File: src/hdl/wffh_pkg.sv
package wffh_pkg;

	// Widths of the counters and of the time arithmetic.
	localparam int COUNTER_WIDTH   = 32;
	localparam int TIMESTAMP_WIDTH = 48;
	localparam int CFG_WIDTH       = 32;
	localparam int CFG_IDX_WIDTH   = 1;
	localparam int SEG_LEN_WIDTH   = 32;

	// Counter layout: per direction one count, 22 size bins and 8 time bins.
	localparam int NUM_COUNTERS    = 62;
	localparam int DIR_STRIDE      = 31;
	localparam int OFF_SIZE_FIRST  = 1;
	localparam int OFF_TIME_FIRST  = 23;
	localparam int SIZE_BINS       = 22;
	localparam int TIME_BINS       = 8;
	localparam int COUNT_DEPTH     = 2;
	localparam int SIZE_DEPTH      = 2 * SIZE_BINS;
	localparam int TIME_DEPTH      = 2 * TIME_BINS;
	localparam int COUNT_AW        = $clog2(COUNT_DEPTH);
	localparam int SIZE_AW         = $clog2(SIZE_DEPTH);
	localparam int TIME_AW         = $clog2(TIME_DEPTH);

	// Result codes for "no bin".
	localparam logic [4:0] SIZE_NONE = 5'd22;
	localparam logic [4:0] TIME_NONE = 5'd16;
	localparam logic [3:0] BIN_NONE  = 4'd8;

	// Configuration register indexes and reset values.
	localparam logic [CFG_IDX_WIDTH-1:0] REG_GROUP_TIME    = 1'b0;
	localparam logic [CFG_IDX_WIDTH-1:0] REG_RESPONSE_TIME = 1'b1;
	localparam logic [CFG_WIDTH-1:0]     GROUP_TIME_RESET    = 32'd5000000;
	localparam logic [CFG_WIDTH-1:0]     RESPONSE_TIME_RESET = 32'd5000000;

	// Bin upper bounds (exclusive): bytes and microseconds.
	localparam int NUM_SIZE_BOUNDS = 21;
	localparam logic [31:0] SIZE_BOUNDS [NUM_SIZE_BOUNDS] = '{
		32'd50, 32'd100, 32'd150, 32'd200, 32'd300, 32'd400, 32'd500,
		32'd600, 32'd700, 32'd800, 32'd900, 32'd1000, 32'd1200, 32'd1400,
		32'd1600, 32'd1800, 32'd2000, 32'd3000, 32'd4000, 32'd5000, 32'd10000
	};
	localparam logic [31:0] TIME_BOUNDS [TIME_BINS] = '{
		32'd10000, 32'd50000, 32'd100000, 32'd200000,
		32'd500000, 32'd1000000, 32'd2500000, 32'd5000000
	};

	typedef logic [COUNTER_WIDTH-1:0]   cnt_t;
	typedef logic [TIMESTAMP_WIDTH-1:0] ts_t;

	typedef enum logic [1:0] {
		CMD_PACKET = 2'd0,
		CMD_READ   = 2'd1,
		CMD_CLEAR  = 2'd2
	} cmd_t;

	typedef enum logic [1:0] {
		SEG_EMPTY = 2'd0,
		SEG_TLS   = 2'd1,
		SEG_SKIP  = 2'd2
	} seg_state_t;

	typedef enum logic [1:0] {
		CS_NONE = 2'd0,
		CS_ASK  = 2'd1,
		CS_RESP = 2'd2
	} conn_state_t;

	typedef enum logic [1:0] {
		BANK_COUNT = 2'd0,
		BANK_SIZE  = 2'd1,
		BANK_TIME  = 2'd2
	} bank_t;

	// One input transaction.
	typedef struct packed {
		logic [1:0]  command;
		logic [15:0] src_port;
		logic [15:0] dst_port;
		logic [15:0] payload_len;
		logic        push_req;
		logic        tls_app_start;
		logic [47:0] timestamp_us;
		logic [5:0]  counter_index;
	} wffh_in_t;

	// One result transaction.
	typedef struct packed {
		logic        accepted;
		logic        direction;
		logic [4:0]  size_bin;
		logic [4:0]  time_bin;
		logic [1:0]  conn_state;
		logic [31:0] read_data;
	} wffh_out_t;

	// Decoded first-stage result handed to the counter stage.
	typedef struct packed {
		logic               accepted;
		logic               direction;
		logic [4:0]         size_bin;
		logic [4:0]         time_bin;
		logic [1:0]         conn_state;
		logic               clear_all;
		logic               rd_valid;
		bank_t              rd_bank;
		logic               count_inc;
		logic               size_inc;
		logic               time_inc;
		logic [COUNT_AW-1:0] count_addr;
		logic [SIZE_AW-1:0]  size_addr;
		logic [TIME_AW-1:0]  time_addr;
	} wffh_s1_t;

	// Size bin of a segment length; 21 for lengths at or above the last bound.
	function automatic logic [4:0] size_bin_of(input logic [SEG_LEN_WIDTH-1:0] len);
		logic [4:0] b;
		b = 5'(NUM_SIZE_BOUNDS);
		for (int i = NUM_SIZE_BOUNDS - 1; i >= 0; i--) begin
			if (len < SIZE_BOUNDS[i]) begin
				b = 5'(i);
			end
		end
		return b;
	endfunction

	// Time bin of a gap; a negative gap goes to the first bin, BIN_NONE when too long.
	function automatic logic [3:0] time_bin_of(input logic neg, input ts_t gap);
		logic [3:0] b;
		b = BIN_NONE;
		for (int i = TIME_BINS - 1; i >= 0; i--) begin
			if (gap < ts_t'(TIME_BOUNDS[i])) begin
				b = 4'(i);
			end
		end
		if (neg) begin
			b = '0;
		end
		return b;
	endfunction

	// Floor of the mean of two times without overflow.
	function automatic ts_t avg_ts(input ts_t a, input ts_t b);
		return (a >> 1) + (b >> 1) + ts_t'(a[0] & b[0]);
	endfunction

	// Counter increment that sticks at all ones.
	function automatic cnt_t sat_inc(input cnt_t v);
		return (v == '1) ? v : v + cnt_t'(1);
	endfunction

endpackage

File: src/hdl/wffh_cfg_if.sv
// Configuration write channel: register index and data.
interface wffh_cfg_if import wffh_pkg::*; ();
	logic                     valid;
	logic                     ready;
	logic [CFG_IDX_WIDTH-1:0] index;
	logic [CFG_WIDTH-1:0]     data;

	modport source(output valid, index, data, input ready);
	modport sink(input valid, index, data, output ready);
endinterface

File: src/hdl/wffh_in_if.sv
// Input channel carrying one command or packet per transaction.
interface wffh_in_if import wffh_pkg::*; ();
	logic     valid;
	logic     ready;
	wffh_in_t payload;

	modport source(output valid, payload, input ready);
	modport sink(input valid, payload, output ready);
endinterface

File: src/hdl/wffh_out_if.sv
// Result channel carrying one result per transaction.
interface wffh_out_if import wffh_pkg::*; ();
	logic      valid;
	logic      ready;
	wffh_out_t payload;

	modport source(output valid, payload, input ready);
	modport sink(input valid, payload, output ready);
endinterface

File: src/hdl/wffh_ram.sv
// Counter bank: one write port, one registered read port with write forwarding.
// Per-entry valid bits make unwritten or cleared entries read as zero.
module wffh_ram #(
	parameter int DEPTH = 2,
	parameter int WIDTH = 32,
	localparam int AW = $clog2(DEPTH)
) (
	input  logic             clk,
	input  logic             arst_n,
	input  logic             clear,
	input  logic             re,
	input  logic [AW-1:0]    raddr,
	output logic [WIDTH-1:0] rdata,
	input  logic             we,
	input  logic [AW-1:0]    waddr,
	input  logic [WIDTH-1:0] wdata
);

	logic [WIDTH-1:0] mem [DEPTH];
	logic [DEPTH-1:0] vld_q;

	// Storage and registered read; a same-cycle write to the read address is forwarded.
	always_ff @(posedge clk) begin
		if (we) begin
			mem[waddr] <= wdata;
		end
		if (re) begin
			if (we && (waddr == raddr)) begin
				rdata <= wdata;
			end else if (vld_q[raddr]) begin
				rdata <= mem[raddr];
			end else begin
				rdata <= '0;
			end
		end
	end

	// Valid bits: cleared at once by reset or a clear, set by a write.
	always_ff @(posedge clk or negedge arst_n) begin
		if (!arst_n) begin
			vld_q <= '0;
		end else if (clear) begin
			vld_q <= '0;
		end else if (we) begin
			vld_q[waddr] <= 1'b1;
		end
	end

endmodule

File: src/hdl/wffh_flow.sv
// First stage: segment tracking, asking/responding state, bin selection and
// counter addressing for one transaction. Flow state updates when the stage advances.
module wffh_flow import wffh_pkg::*; (
	input  logic                 clk,
	input  logic                 arst_n,
	input  logic                 advance,
	input  wffh_in_t             item,
	input  logic [CFG_WIDTH-1:0] grp_gap_max,
	input  logic [CFG_WIDTH-1:0] rsp_gap_max,
	output wffh_s1_t             res
);

	seg_state_t               seg_state_q [2];
	logic [SEG_LEN_WIDTH-1:0] seg_len_q [2];
	conn_state_t              conn_q;
	ts_t                      asked_q;
	ts_t                      resp_q;
	ts_t                      lastq_q;

	seg_state_t               seg_state_n;
	logic [SEG_LEN_WIDTH-1:0] seg_len_n;
	conn_state_t              conn_n;
	ts_t                      asked_n;
	ts_t                      resp_n;
	ts_t                      lastq_n;

	ts_t                      ts;
	logic                     up;
	logic [SEG_LEN_WIDTH:0]   len_sum;
	logic [SEG_LEN_WIDTH-1:0] len_sat;
	logic                     take;
	logic                     finish;
	logic [4:0]               sbin;

	ts_t                      ask_gap;
	logic                     ask_new_group;
	ts_t                      q_gap;
	logic                     q_neg;
	logic                     q_binned;
	logic [3:0]               q_bin;
	ts_t                      ts_resp_gap;
	logic                     resp_avg_ok;
	ts_t                      rsp_gap;
	logic                     rsp_neg;
	logic                     rsp_binned;
	logic [3:0]               rsp_bin;

	logic                     rdir;
	logic [4:0]               rd_off;

	// Direction, saturating segment length and the size bin it falls into.
	assign ts      = ts_t'(item.timestamp_us);
	assign up      = item.src_port > item.dst_port;
	assign len_sum = {1'b0, seg_len_q[up]} + (SEG_LEN_WIDTH + 1)'(item.payload_len);
	assign len_sat = len_sum[SEG_LEN_WIDTH] ? '1 : len_sum[SEG_LEN_WIDTH-1:0];
	assign sbin    = size_bin_of(len_sat);

	// Gap tests on the stored times, computed side by side and selected below.
	assign ask_gap       = ts - asked_q;
	assign ask_new_group = (ts > asked_q) && (ask_gap > ts_t'(grp_gap_max));
	assign q_neg         = asked_q < lastq_q;
	assign q_gap         = asked_q - lastq_q;
	assign q_binned      = (lastq_q != '0) && (q_neg || (q_gap < ts_t'(grp_gap_max)));
	assign q_bin         = time_bin_of(q_neg, q_gap);
	assign ts_resp_gap   = ts - resp_q;
	assign resp_avg_ok   = (ts < resp_q) || (ts_resp_gap < ts_t'(rsp_gap_max));
	assign rsp_neg       = resp_q < asked_q;
	assign rsp_gap       = resp_q - asked_q;
	assign rsp_binned    = rsp_neg || (rsp_gap < ts_t'(rsp_gap_max));
	assign rsp_bin       = time_bin_of(rsp_neg, rsp_gap);

	// Counter index split for reads: direction half and offset within it.
	assign rdir   = item.counter_index >= 6'(DIR_STRIDE);
	assign rd_off = rdir ? 5'(item.counter_index - 6'(DIR_STRIDE)) : 5'(item.counter_index);

	// Command decode and next flow state.
	always_comb begin
		seg_state_n = seg_state_q[up];
		seg_len_n   = seg_len_q[up];
		conn_n      = conn_q;
		asked_n     = asked_q;
		resp_n      = resp_q;
		lastq_n     = lastq_q;
		take        = 1'b0;
		finish      = 1'b0;

		res            = '0;
		res.size_bin   = SIZE_NONE;
		res.time_bin   = TIME_NONE;
		res.rd_bank    = BANK_COUNT;

		unique case (item.command)
			CMD_READ: begin
				res.rd_valid = item.counter_index < 6'(NUM_COUNTERS);
				res.count_addr = COUNT_AW'(rdir);
				res.size_addr = SIZE_AW'(int'(rdir) * SIZE_BINS + int'(rd_off) - OFF_SIZE_FIRST);
				res.time_addr = TIME_AW'(int'(rdir) * TIME_BINS + int'(rd_off) - OFF_TIME_FIRST);
				priority if (rd_off == '0) begin
					res.rd_bank = BANK_COUNT;
				end else if (rd_off < 5'(OFF_TIME_FIRST)) begin
					res.rd_bank = BANK_SIZE;
				end else begin
					res.rd_bank = BANK_TIME;
				end
			end
			CMD_CLEAR: begin
				res.clear_all = 1'b1;
				conn_n = CS_NONE;
			end
			CMD_PACKET: begin
				res.direction = up;
				if (item.payload_len != '0) begin
					seg_len_n = len_sat;
					unique case (seg_state_q[up])
						SEG_EMPTY: begin
							if (item.tls_app_start) begin
								seg_state_n = SEG_TLS;
								take = item.push_req;
							end else begin
								seg_state_n = SEG_SKIP;
							end
						end
						SEG_TLS: begin
							take = item.push_req;
						end
						default: begin
							finish = item.push_req;
						end
					endcase

					if (take) begin
						res.accepted   = 1'b1;
						res.count_inc  = 1'b1;
						res.count_addr = COUNT_AW'(up);

						// Asking/responding machine.
						unique case (conn_q)
							CS_ASK: begin
								if (up) begin
									asked_n = ask_new_group ? ts : avg_ts(asked_q, ts);
								end else begin
									if (q_binned && (q_bin != BIN_NONE)) begin
										res.time_inc  = 1'b1;
										res.time_bin  = 5'(q_bin);
										res.time_addr = TIME_AW'(TIME_BINS + int'(q_bin));
									end
									lastq_n = asked_q;
									conn_n  = CS_RESP;
									resp_n  = ts;
								end
							end
							CS_RESP: begin
								if (!up) begin
									if (resp_avg_ok) begin
										resp_n = avg_ts(resp_q, ts);
									end
								end else begin
									if (rsp_binned && (rsp_bin != BIN_NONE)) begin
										res.time_inc  = 1'b1;
										res.time_bin  = 5'(TIME_BINS + int'(rsp_bin));
										res.time_addr = TIME_AW'(rsp_bin);
									end
									conn_n  = CS_ASK;
									asked_n = ts;
								end
							end
							default: begin
								if (up) begin
									asked_n = ts;
									conn_n  = CS_ASK;
								end else begin
									resp_n = ts;
									conn_n = CS_RESP;
								end
							end
						endcase

						res.size_inc  = 1'b1;
						res.size_bin  = sbin;
						res.size_addr = SIZE_AW'(int'(up) * SIZE_BINS + int'(sbin));
						finish = 1'b1;
					end

					if (finish) begin
						seg_len_n   = '0;
						seg_state_n = SEG_EMPTY;
					end
				end
			end
			default: begin
			end
		endcase

		res.conn_state = conn_n;
	end

	// Flow state registers.
	always_ff @(posedge clk or negedge arst_n) begin
		if (!arst_n) begin
			for (int i = 0; i < 2; i++) begin
				seg_state_q[i] <= SEG_EMPTY;
				seg_len_q[i]   <= '0;
			end
			conn_q  <= CS_NONE;
			asked_q <= '0;
			resp_q  <= '0;
			lastq_q <= '0;
		end else if (advance) begin
			if (res.clear_all) begin
				for (int i = 0; i < 2; i++) begin
					seg_state_q[i] <= SEG_EMPTY;
					seg_len_q[i]   <= '0;
				end
				conn_q  <= CS_NONE;
				asked_q <= '0;
				resp_q  <= '0;
				lastq_q <= '0;
			end else begin
				seg_state_q[up] <= seg_state_n;
				seg_len_q[up]   <= seg_len_n;
				conn_q          <= conn_n;
				asked_q         <= asked_n;
				resp_q          <= resp_n;
				lastq_q         <= lastq_n;
			end
		end
	end

endmodule

File: src/hdl/web_flow_feature_histogram_top.sv
// Channel | Role   | Transaction payload
// cfg     | sink   | index (register number), data (32-bit register value)
// pkt     | sink   | command, ports, payload_len, push_req, tls_app_start, timestamp_us,
//         |        | counter_index
// res     | source | accepted, direction, size_bin, time_bin, conn_state, read_data
//
// One transaction per cycle sustained while results are taken; an accepted input transaction
// passes the input register, the stage two register and the output register to the output.
// Stage one decodes and updates flow state and reads the counter banks; stage two
// increments and writes back, with forwarding between back-to-back transactions.
// Reset and the clear command empty all counters at once through per-entry valid bits.
// The output register holds a stalled result; up to two more inputs are taken meanwhile.
module web_flow_feature_histogram_top import wffh_pkg::*; (
	input logic         clk,
	input logic         arst_n,
	wffh_cfg_if.sink    cfg,
	wffh_in_if.sink     pkt,
	wffh_out_if.source  res
);

	logic [CFG_WIDTH-1:0] group_q;
	logic [CFG_WIDTH-1:0] resp_time_q;

	logic      valid_s1;
	wffh_in_t  item_s1;
	logic      valid_s2;
	wffh_s1_t  info_s2;
	logic      out_valid_q;
	wffh_out_t out_q;

	wffh_s1_t  flow_res;
	logic      out_free;
	logic      move_s2;
	logic      free_s2;
	logic      move_s1;

	cnt_t      count_rd;
	cnt_t      size_rd;
	cnt_t      time_rd;
	cnt_t      count_nx;
	cnt_t      size_nx;
	cnt_t      time_nx;
	cnt_t      rd_sel;

	// Configuration registers; writes are always taken.
	assign cfg.ready = 1'b1;

	always_ff @(posedge clk or negedge arst_n) begin
		if (!arst_n) begin
			group_q     <= GROUP_TIME_RESET;
			resp_time_q <= RESPONSE_TIME_RESET;
		end else if (cfg.valid) begin
			if (cfg.index == REG_GROUP_TIME) begin
				group_q <= cfg.data;
			end else if (cfg.index == REG_RESPONSE_TIME) begin
				resp_time_q <= cfg.data;
			end
		end
	end

	// Pipeline flow control.
	assign out_free  = !out_valid_q || res.ready;
	assign move_s2   = valid_s2 && out_free;
	assign free_s2   = !valid_s2 || move_s2;
	assign move_s1   = valid_s1 && free_s2;
	assign pkt.ready = !valid_s1 || move_s1;

	// Input register.
	always_ff @(posedge clk or negedge arst_n) begin
		if (!arst_n) begin
			valid_s1 <= 1'b0;
		end else if (pkt.ready) begin
			valid_s1 <= pkt.valid;
		end
	end

	always_ff @(posedge clk) begin
		if (pkt.valid && pkt.ready) begin
			item_s1 <= pkt.payload;
		end
	end

	wffh_flow u_flow (
		.clk         (clk),
		.arst_n      (arst_n),
		.advance     (move_s1),
		.item        (item_s1),
		.grp_gap_max (group_q),
		.rsp_gap_max (resp_time_q),
		.res         (flow_res)
	);

	// Stage two register.
	always_ff @(posedge clk or negedge arst_n) begin
		if (!arst_n) begin
			valid_s2 <= 1'b0;
		end else if (free_s2) begin
			valid_s2 <= move_s1;
		end
	end

	always_ff @(posedge clk) begin
		if (move_s1) begin
			info_s2 <= flow_res;
		end
	end

	// Counter banks: per-direction counts, size bins and time bins.
	wffh_ram #(.DEPTH(COUNT_DEPTH), .WIDTH(COUNTER_WIDTH)) u_count_ram (
		.clk    (clk),
		.arst_n (arst_n),
		.clear  (move_s1 && flow_res.clear_all),
		.re     (move_s1),
		.raddr  (flow_res.count_addr),
		.rdata  (count_rd),
		.we     (move_s2 && info_s2.count_inc),
		.waddr  (info_s2.count_addr),
		.wdata  (count_nx)
	);

	wffh_ram #(.DEPTH(SIZE_DEPTH), .WIDTH(COUNTER_WIDTH)) u_size_ram (
		.clk    (clk),
		.arst_n (arst_n),
		.clear  (move_s1 && flow_res.clear_all),
		.re     (move_s1),
		.raddr  (flow_res.size_addr),
		.rdata  (size_rd),
		.we     (move_s2 && info_s2.size_inc),
		.waddr  (info_s2.size_addr),
		.wdata  (size_nx)
	);

	wffh_ram #(.DEPTH(TIME_DEPTH), .WIDTH(COUNTER_WIDTH)) u_time_ram (
		.clk    (clk),
		.arst_n (arst_n),
		.clear  (move_s1 && flow_res.clear_all),
		.re     (move_s1),
		.raddr  (flow_res.time_addr),
		.rdata  (time_rd),
		.we     (move_s2 && info_s2.time_inc),
		.waddr  (info_s2.time_addr),
		.wdata  (time_nx)
	);

	// Saturating increments and read selection.
	assign count_nx = sat_inc(count_rd);
	assign size_nx  = sat_inc(size_rd);
	assign time_nx  = sat_inc(time_rd);

	always_comb begin
		unique case (info_s2.rd_bank)
			BANK_COUNT: rd_sel = count_rd;
			BANK_SIZE:  rd_sel = size_rd;
			BANK_TIME:  rd_sel = time_rd;
			default:    rd_sel = '0;
		endcase
	end

	// Output register.
	always_ff @(posedge clk or negedge arst_n) begin
		if (!arst_n) begin
			out_valid_q <= 1'b0;
		end else if (move_s2) begin
			out_valid_q <= 1'b1;
		end else if (res.ready) begin
			out_valid_q <= 1'b0;
		end
	end

	always_ff @(posedge clk) begin
		if (move_s2) begin
			out_q.accepted   <= info_s2.accepted;
			out_q.direction  <= info_s2.direction;
			out_q.size_bin   <= info_s2.size_bin;
			out_q.time_bin   <= info_s2.time_bin;
			out_q.conn_state <= info_s2.conn_state;
			out_q.read_data  <= info_s2.rd_valid ? 32'(rd_sel) : '0;
		end
	end

	assign res.valid   = out_valid_q;
	assign res.payload = out_q;

endmodule

File: src/flat_wrapper.sv
// flat-port wrapper written by rule: the top's interface ports become plain ports
module web_flow_feature_histogram_top_flat import wffh_pkg::*;
  (clk, arst_n, cfg_valid, cfg_index, cfg_data, cfg_ready, pkt_valid, pkt_payload, pkt_ready, res_valid, res_payload, res_ready);
  wffh_cfg_if cfg_i ();
  wffh_in_if pkt_i ();
  wffh_out_if res_i ();
  input logic clk;
  input logic arst_n;
  input wire logic [$bits(cfg_i.valid)-1:0] cfg_valid;
  input wire logic [$bits(cfg_i.index)-1:0] cfg_index;
  input wire logic [$bits(cfg_i.data)-1:0] cfg_data;
  output wire logic [$bits(cfg_i.ready)-1:0] cfg_ready;
  input wire logic [$bits(pkt_i.valid)-1:0] pkt_valid;
  input wire logic [$bits(pkt_i.payload)-1:0] pkt_payload;
  output wire logic [$bits(pkt_i.ready)-1:0] pkt_ready;
  output wire logic [$bits(res_i.valid)-1:0] res_valid;
  output wire logic [$bits(res_i.payload)-1:0] res_payload;
  input wire logic [$bits(res_i.ready)-1:0] res_ready;
  assign cfg_i.valid = cfg_valid;
  assign cfg_i.index = cfg_index;
  assign cfg_i.data = cfg_data;
  assign cfg_ready = cfg_i.ready;
  assign pkt_i.valid = pkt_valid;
  assign pkt_i.payload = pkt_payload;
  assign pkt_ready = pkt_i.ready;
  assign res_valid = res_i.valid;
  assign res_payload = res_i.payload;
  assign res_i.ready = res_ready;
  web_flow_feature_histogram_top u_core (.clk(clk), .arst_n(arst_n), .cfg(cfg_i), .pkt(pkt_i), .res(res_i));
endmodule
File: config.mk
export PLATFORM = sky130hd
export DESIGN_NAME = web_flow_feature_histogram_top_flat
export DESIGN_NICKNAME = d
export VERILOG_FILES = /design/src/hdl/wffh_pkg.sv /design/src/hdl/wffh_cfg_if.sv /design/src/hdl/wffh_in_if.sv /design/src/hdl/wffh_out_if.sv /design/src/hdl/wffh_ram.sv /design/src/hdl/wffh_flow.sv /design/src/hdl/web_flow_feature_histogram_top.sv /design/src/flat_wrapper.sv
export SDC_FILE = /design/constraint.sdc
export NUM_CORES = 2
export LEC_CHECK = 0
export BUFFER_PORTS_ARGS = -buffer_cell sky130_fd_sc_hd__buf_4
export CAP_MARGIN = 30
export CORE_ASPECT_RATIO = 0.8
export CORE_MARGIN = 1
export CORE_UTILIZATION = 29
export CTS_CLUSTER_DIAMETER = 80
export DETAILED_ROUTE_END_ITERATION = 12
export PLACE_DENSITY = 0.52
export SETUP_SLACK_MARGIN = 0.3
export SLEW_MARGIN = 20
export SYNTH_ARGS = -nofsm -noshare
export SYNTH_HDL_FRONTEND = slang
export SYNTH_SLANG_ARGS = --single-unit
File: constraint.sdc
create_clock -name clk -period 16.95 [get_ports clk]
set_input_delay 1.695 -clock clk [delete_from_list [all_inputs] [get_ports clk]]
set_output_delay 1.695 -clock clk [all_outputs]
set_load 0.03 [all_outputs]
==> reports/results.txt <==
Max Cap Viol: 0
maximum buffer depth of the clock tree: 4
setup violators final: 0
via count: 94,490
Post-Synth XOR/XNOR Area: 0.02186
Final Hold Fails: 0
Pleak: 52.85 nW
register area: 76,500 µm²
WP data required: 17,630 ps
RSZ-0062 raised after global routing: no
fillers: 44,320
Port Buffers: 191
Worst Reg-to-Reg Cells: 41
Clock power frac: 0.298
CP Class: reg -> reg
Seq/Total Area, Yosys: 0.5877
fin crit period: 11,930 ps
DP HPWL: 289.1 mm
Clock Skews: 121.0 ps
clk_lat worst skew: 1000 ps
Compound-Gate Fraction of Synth Area: 0.1461
Worst Tran Pin Value: 1123 ps
first-pass GRT wire length: 648.8 mm
drt pass-1 iters: 6
simple-gate share of the synthesized area: 0.1214
Synth area leaders: edfxtp_1 (52%), dfrtp_1 (6.3%), ha_1 (4.4%)
CP Capture Type: flop
clk sinks: 2,604
area occupied by multi-input gates: 50,450 µm²
Post-Syn Area per Cell: 11.63 µm²
Worst Setup Start Kind: flop
vias in the first global route: 88,130
die height: 601.2 µm
Worst IR Drop VDD: 0.09495 mV
mux cell area share after synthesis: 0.04373
Combinational Power Share: 0.336
net load switching power: 7.829 mW
fin. max-slew vios: 0
CORE AREA: 445,800 µm²
Post-synth ARST share: 0.1317
gr ovfl total: 0
CTS tree: built
min-delay worst type: reg -> reg
predominant post-synthesis flop cell: edfxtp_1
post-synth top area share: 0.5216
Hold Path Depth: 0
Layout Nets: 11,920
starting density of the core: 0.2920
H-Tree Depth: 5
layout cells sized above 1: 0.1128
chip width: 751.0 µm
Clock Tree Root: clkbuf_16
total track usage: 0.1931
Synth Area in Adders: 0.04600
largest family of logic cells by synthesized area: compound AO/OA/AOI/OAI gates
synthesis-to-finish area growth: 14.67%
largest area contributor in the synthesized netlist: edfxtp_1
Post-CTS Setup Repair Bufs: 0
outcome: finished, final reports clean
critical path's slowest cell: a32oi_1
final WL: 453.3 mm
crit path max fanout: 47
Net Sw Frac: 0.3638
Power Density: 144.2 nW/µm²
CTS resizes: 0
initial antenna violation count: 18
WL/cell: 25.87 µm
syn nets: 11,810
Slew headroom: 0.2415
CTS buffer count: 294
Final GP Congestion: 0.8862
count of state elements after synthesis: 2,604
post-route ant nets: 0
number of flops mapped to enable cells by yosys: 2,261
total I/O pin count: 193
CP peak stage delay: 670 ps
setup TNS: 0 ps
Synth Cell Area: 130,200 µm²
cells after synthesis: 11,190
Std-Cell Rows: 219
vias per inst: 5.392
largest net degree at the start of global routing: 141
yosys warns: 0
Seq pwr share: 0.366
Min Hold Slack: 417.1 ps
cts hold-fix bufs: 0
Die ar.: 451,500 µm²
worst reg-to-reg setup slack: 5020 ps
highest achievable clock rate: 0.08381 GHz
Worst-path clk slew: 60 ps
Remaining DRCs: 0
Iteration-0 DRC Markers: 10,600
Tcrit/Tclk final: 0.7039
Worst EP arrival: 12,610 ps
internal power: 13.69 mW
synth unique cells: 135
-- cell families after synthesis --
| group | after synthesis |
|---|---|
| XOR/XNOR | 324 |
| AO/OA/AOI/OAI | 2796 |
| buffers and inverters | 1062 |
| other | 1 |
| flip-flops | 2604 |
| adder cells (fa/ha/maj) | 472 |
| AND/OR/NAND/NOR | 3385 |
| multiplexers | 545 |
-- synth_stat cells, drive strengths merged (24+ instances only) --
cell type  count
a211oi       243
buf          209
ha           461
mux2         158
nor2b         46
a221oi        95
a31oi        152
a21oi        541
clkbuf       433
nand2b       115
or2           26
o21bai        78
o32ai         51
and3         107
a221o         31
nor3         181
o31ai         82
a311oi        46
a21bo         31
o21a         129
nand4        142
o21ai        594
o311ai        24
nand3        497
xnor2        242
a21o         131
a22oi         36
edfxtp      2261
o211ai       156
o22ai         48
dfrtp        327
mux2i        386
inv          419
a22o          76
nor2         635
nor4          97
a211o         36
a2111oi       32
xor2          82
and2          90
or3           47
o2111ai       25
nand2       1309
-- cell usage in the layout, fill, tap and decap left out, drive strengths merged, types with 46 or more instances in the layout --
cell    instances
dfrtp         327
o21ai         594
o21a          129
o31ai          82
mux2          158
a21o          131
nor2b          46
inv           438
a31oi         152
a22o           76
and2           90
o21bai         78
nand2        1309
or3            47
a311oi         46
a211oi        243
nand3         497
nor3          181
clkbuf        360
o32ai          51
o22ai          48
ha            461
nand2b        115
nor2          635
xnor2         242
a21oi         541
a221oi         95
mux2i         386
xor2           82
clkinv        124
nor4           97
buf           459
edfxtp       2261
nand4         142
o211ai        156
and3          107
-- through the flow --
step                instances  setup WS, ps  instance area (µm²)  total power, mW  utilization
finish                  17520          5019               149300            21.52       0.3348
global route            17510          4466               149200            22.55       0.3347
CTS                     17500          5281               149100            21.53       0.3345
detailed placement      16970          5301               139600            15.08       0.3132
global placement        16940          5370               139300            15.04       0.3124
floorplan               11190          7621               130200            12.75            -
-- registers in the layout, indices dropped and copies added (netlist names), 32 cells and up --
signal	cells
u_core.res.payload	46
u_core.group_q	32
u_core.u_flow.asked_q	48
u_core.item_s1	106
u_core.u_time_ram.rdata	32
u_core.u_flow.resp_q	48
u_core.u_size_ram.rdata	32
u_core.u_count_ram.mem	64
u_core.resp_time_q	32
u_core.u_flow.seg_len_q	64
u_core.u_count_ram.rdata	32
u_core.u_flow.lastq_q	48
u_core.u_size_ram.mem	1408
u_core.u_time_ram.mem	512
u_core.u_size_ram.vld_q	44
-- area by class of cell --
type,count,share of cell area
inverters,420,0.01076
multi-input cells,7523,0.3380
clock inverters,178,0.01168
repair buffers,461,0.02487
flip-flops and latches,2604,0.5125
well taps,5967,0.05002
clock buffers,358,0.05194
diodes,13,0.0002179
-- worst paths after layout --
kind | start | end
max | u_core.item_s1[102] | u_core.u_size_ram.rdata[17]
min | u_core.info_s2[26] | u_core.res.payload[40]
max reg2reg | u_core.item_s1[102] | u_core.u_size_ram.rdata[17]
min reg2reg | u_core.info_s2[26] | u_core.res.payload[40]
max in group asynchronous | arst_n | u_core.u_flow.resp_q[43]
min in group asynchronous | arst_n | u_core.u_flow.resp_q[5]
-- power groups by stage --
stage | logic [mW] | clock network, mW | registers [mW]
after floorplan | 4.93 | 0 | 7.83
after global placement | 7.06 | 0 | 7.98
after detailed placement | 7.11 | 0 | 7.98
after CTS | 7.14 | 6.54 | 7.85
after global routing | 7.92 | 6.76 | 7.88
final | 7.24 | 6.41 | 7.87
-- worst max-delay path: cells and delay by family (launching register included) --
kind / cells / cell delay, ps
compound gates: 15 / 3980
flops: 1 / 360
xor+xnor: 1 / 190
buf+inv: 5 / 1410
fa+ha+maj: 5 / 1560
mux: 1 / 300
simple gates: 14 / 3620
-- metal layers --
layer	share of wire	global-route usage
met5	0.000029	0
met2	0.42	0.2767
met4	0.026	0.04874
met3	0.087	0.03665
met1	0.47	0.2959
(Power assumes the default switching activity.)
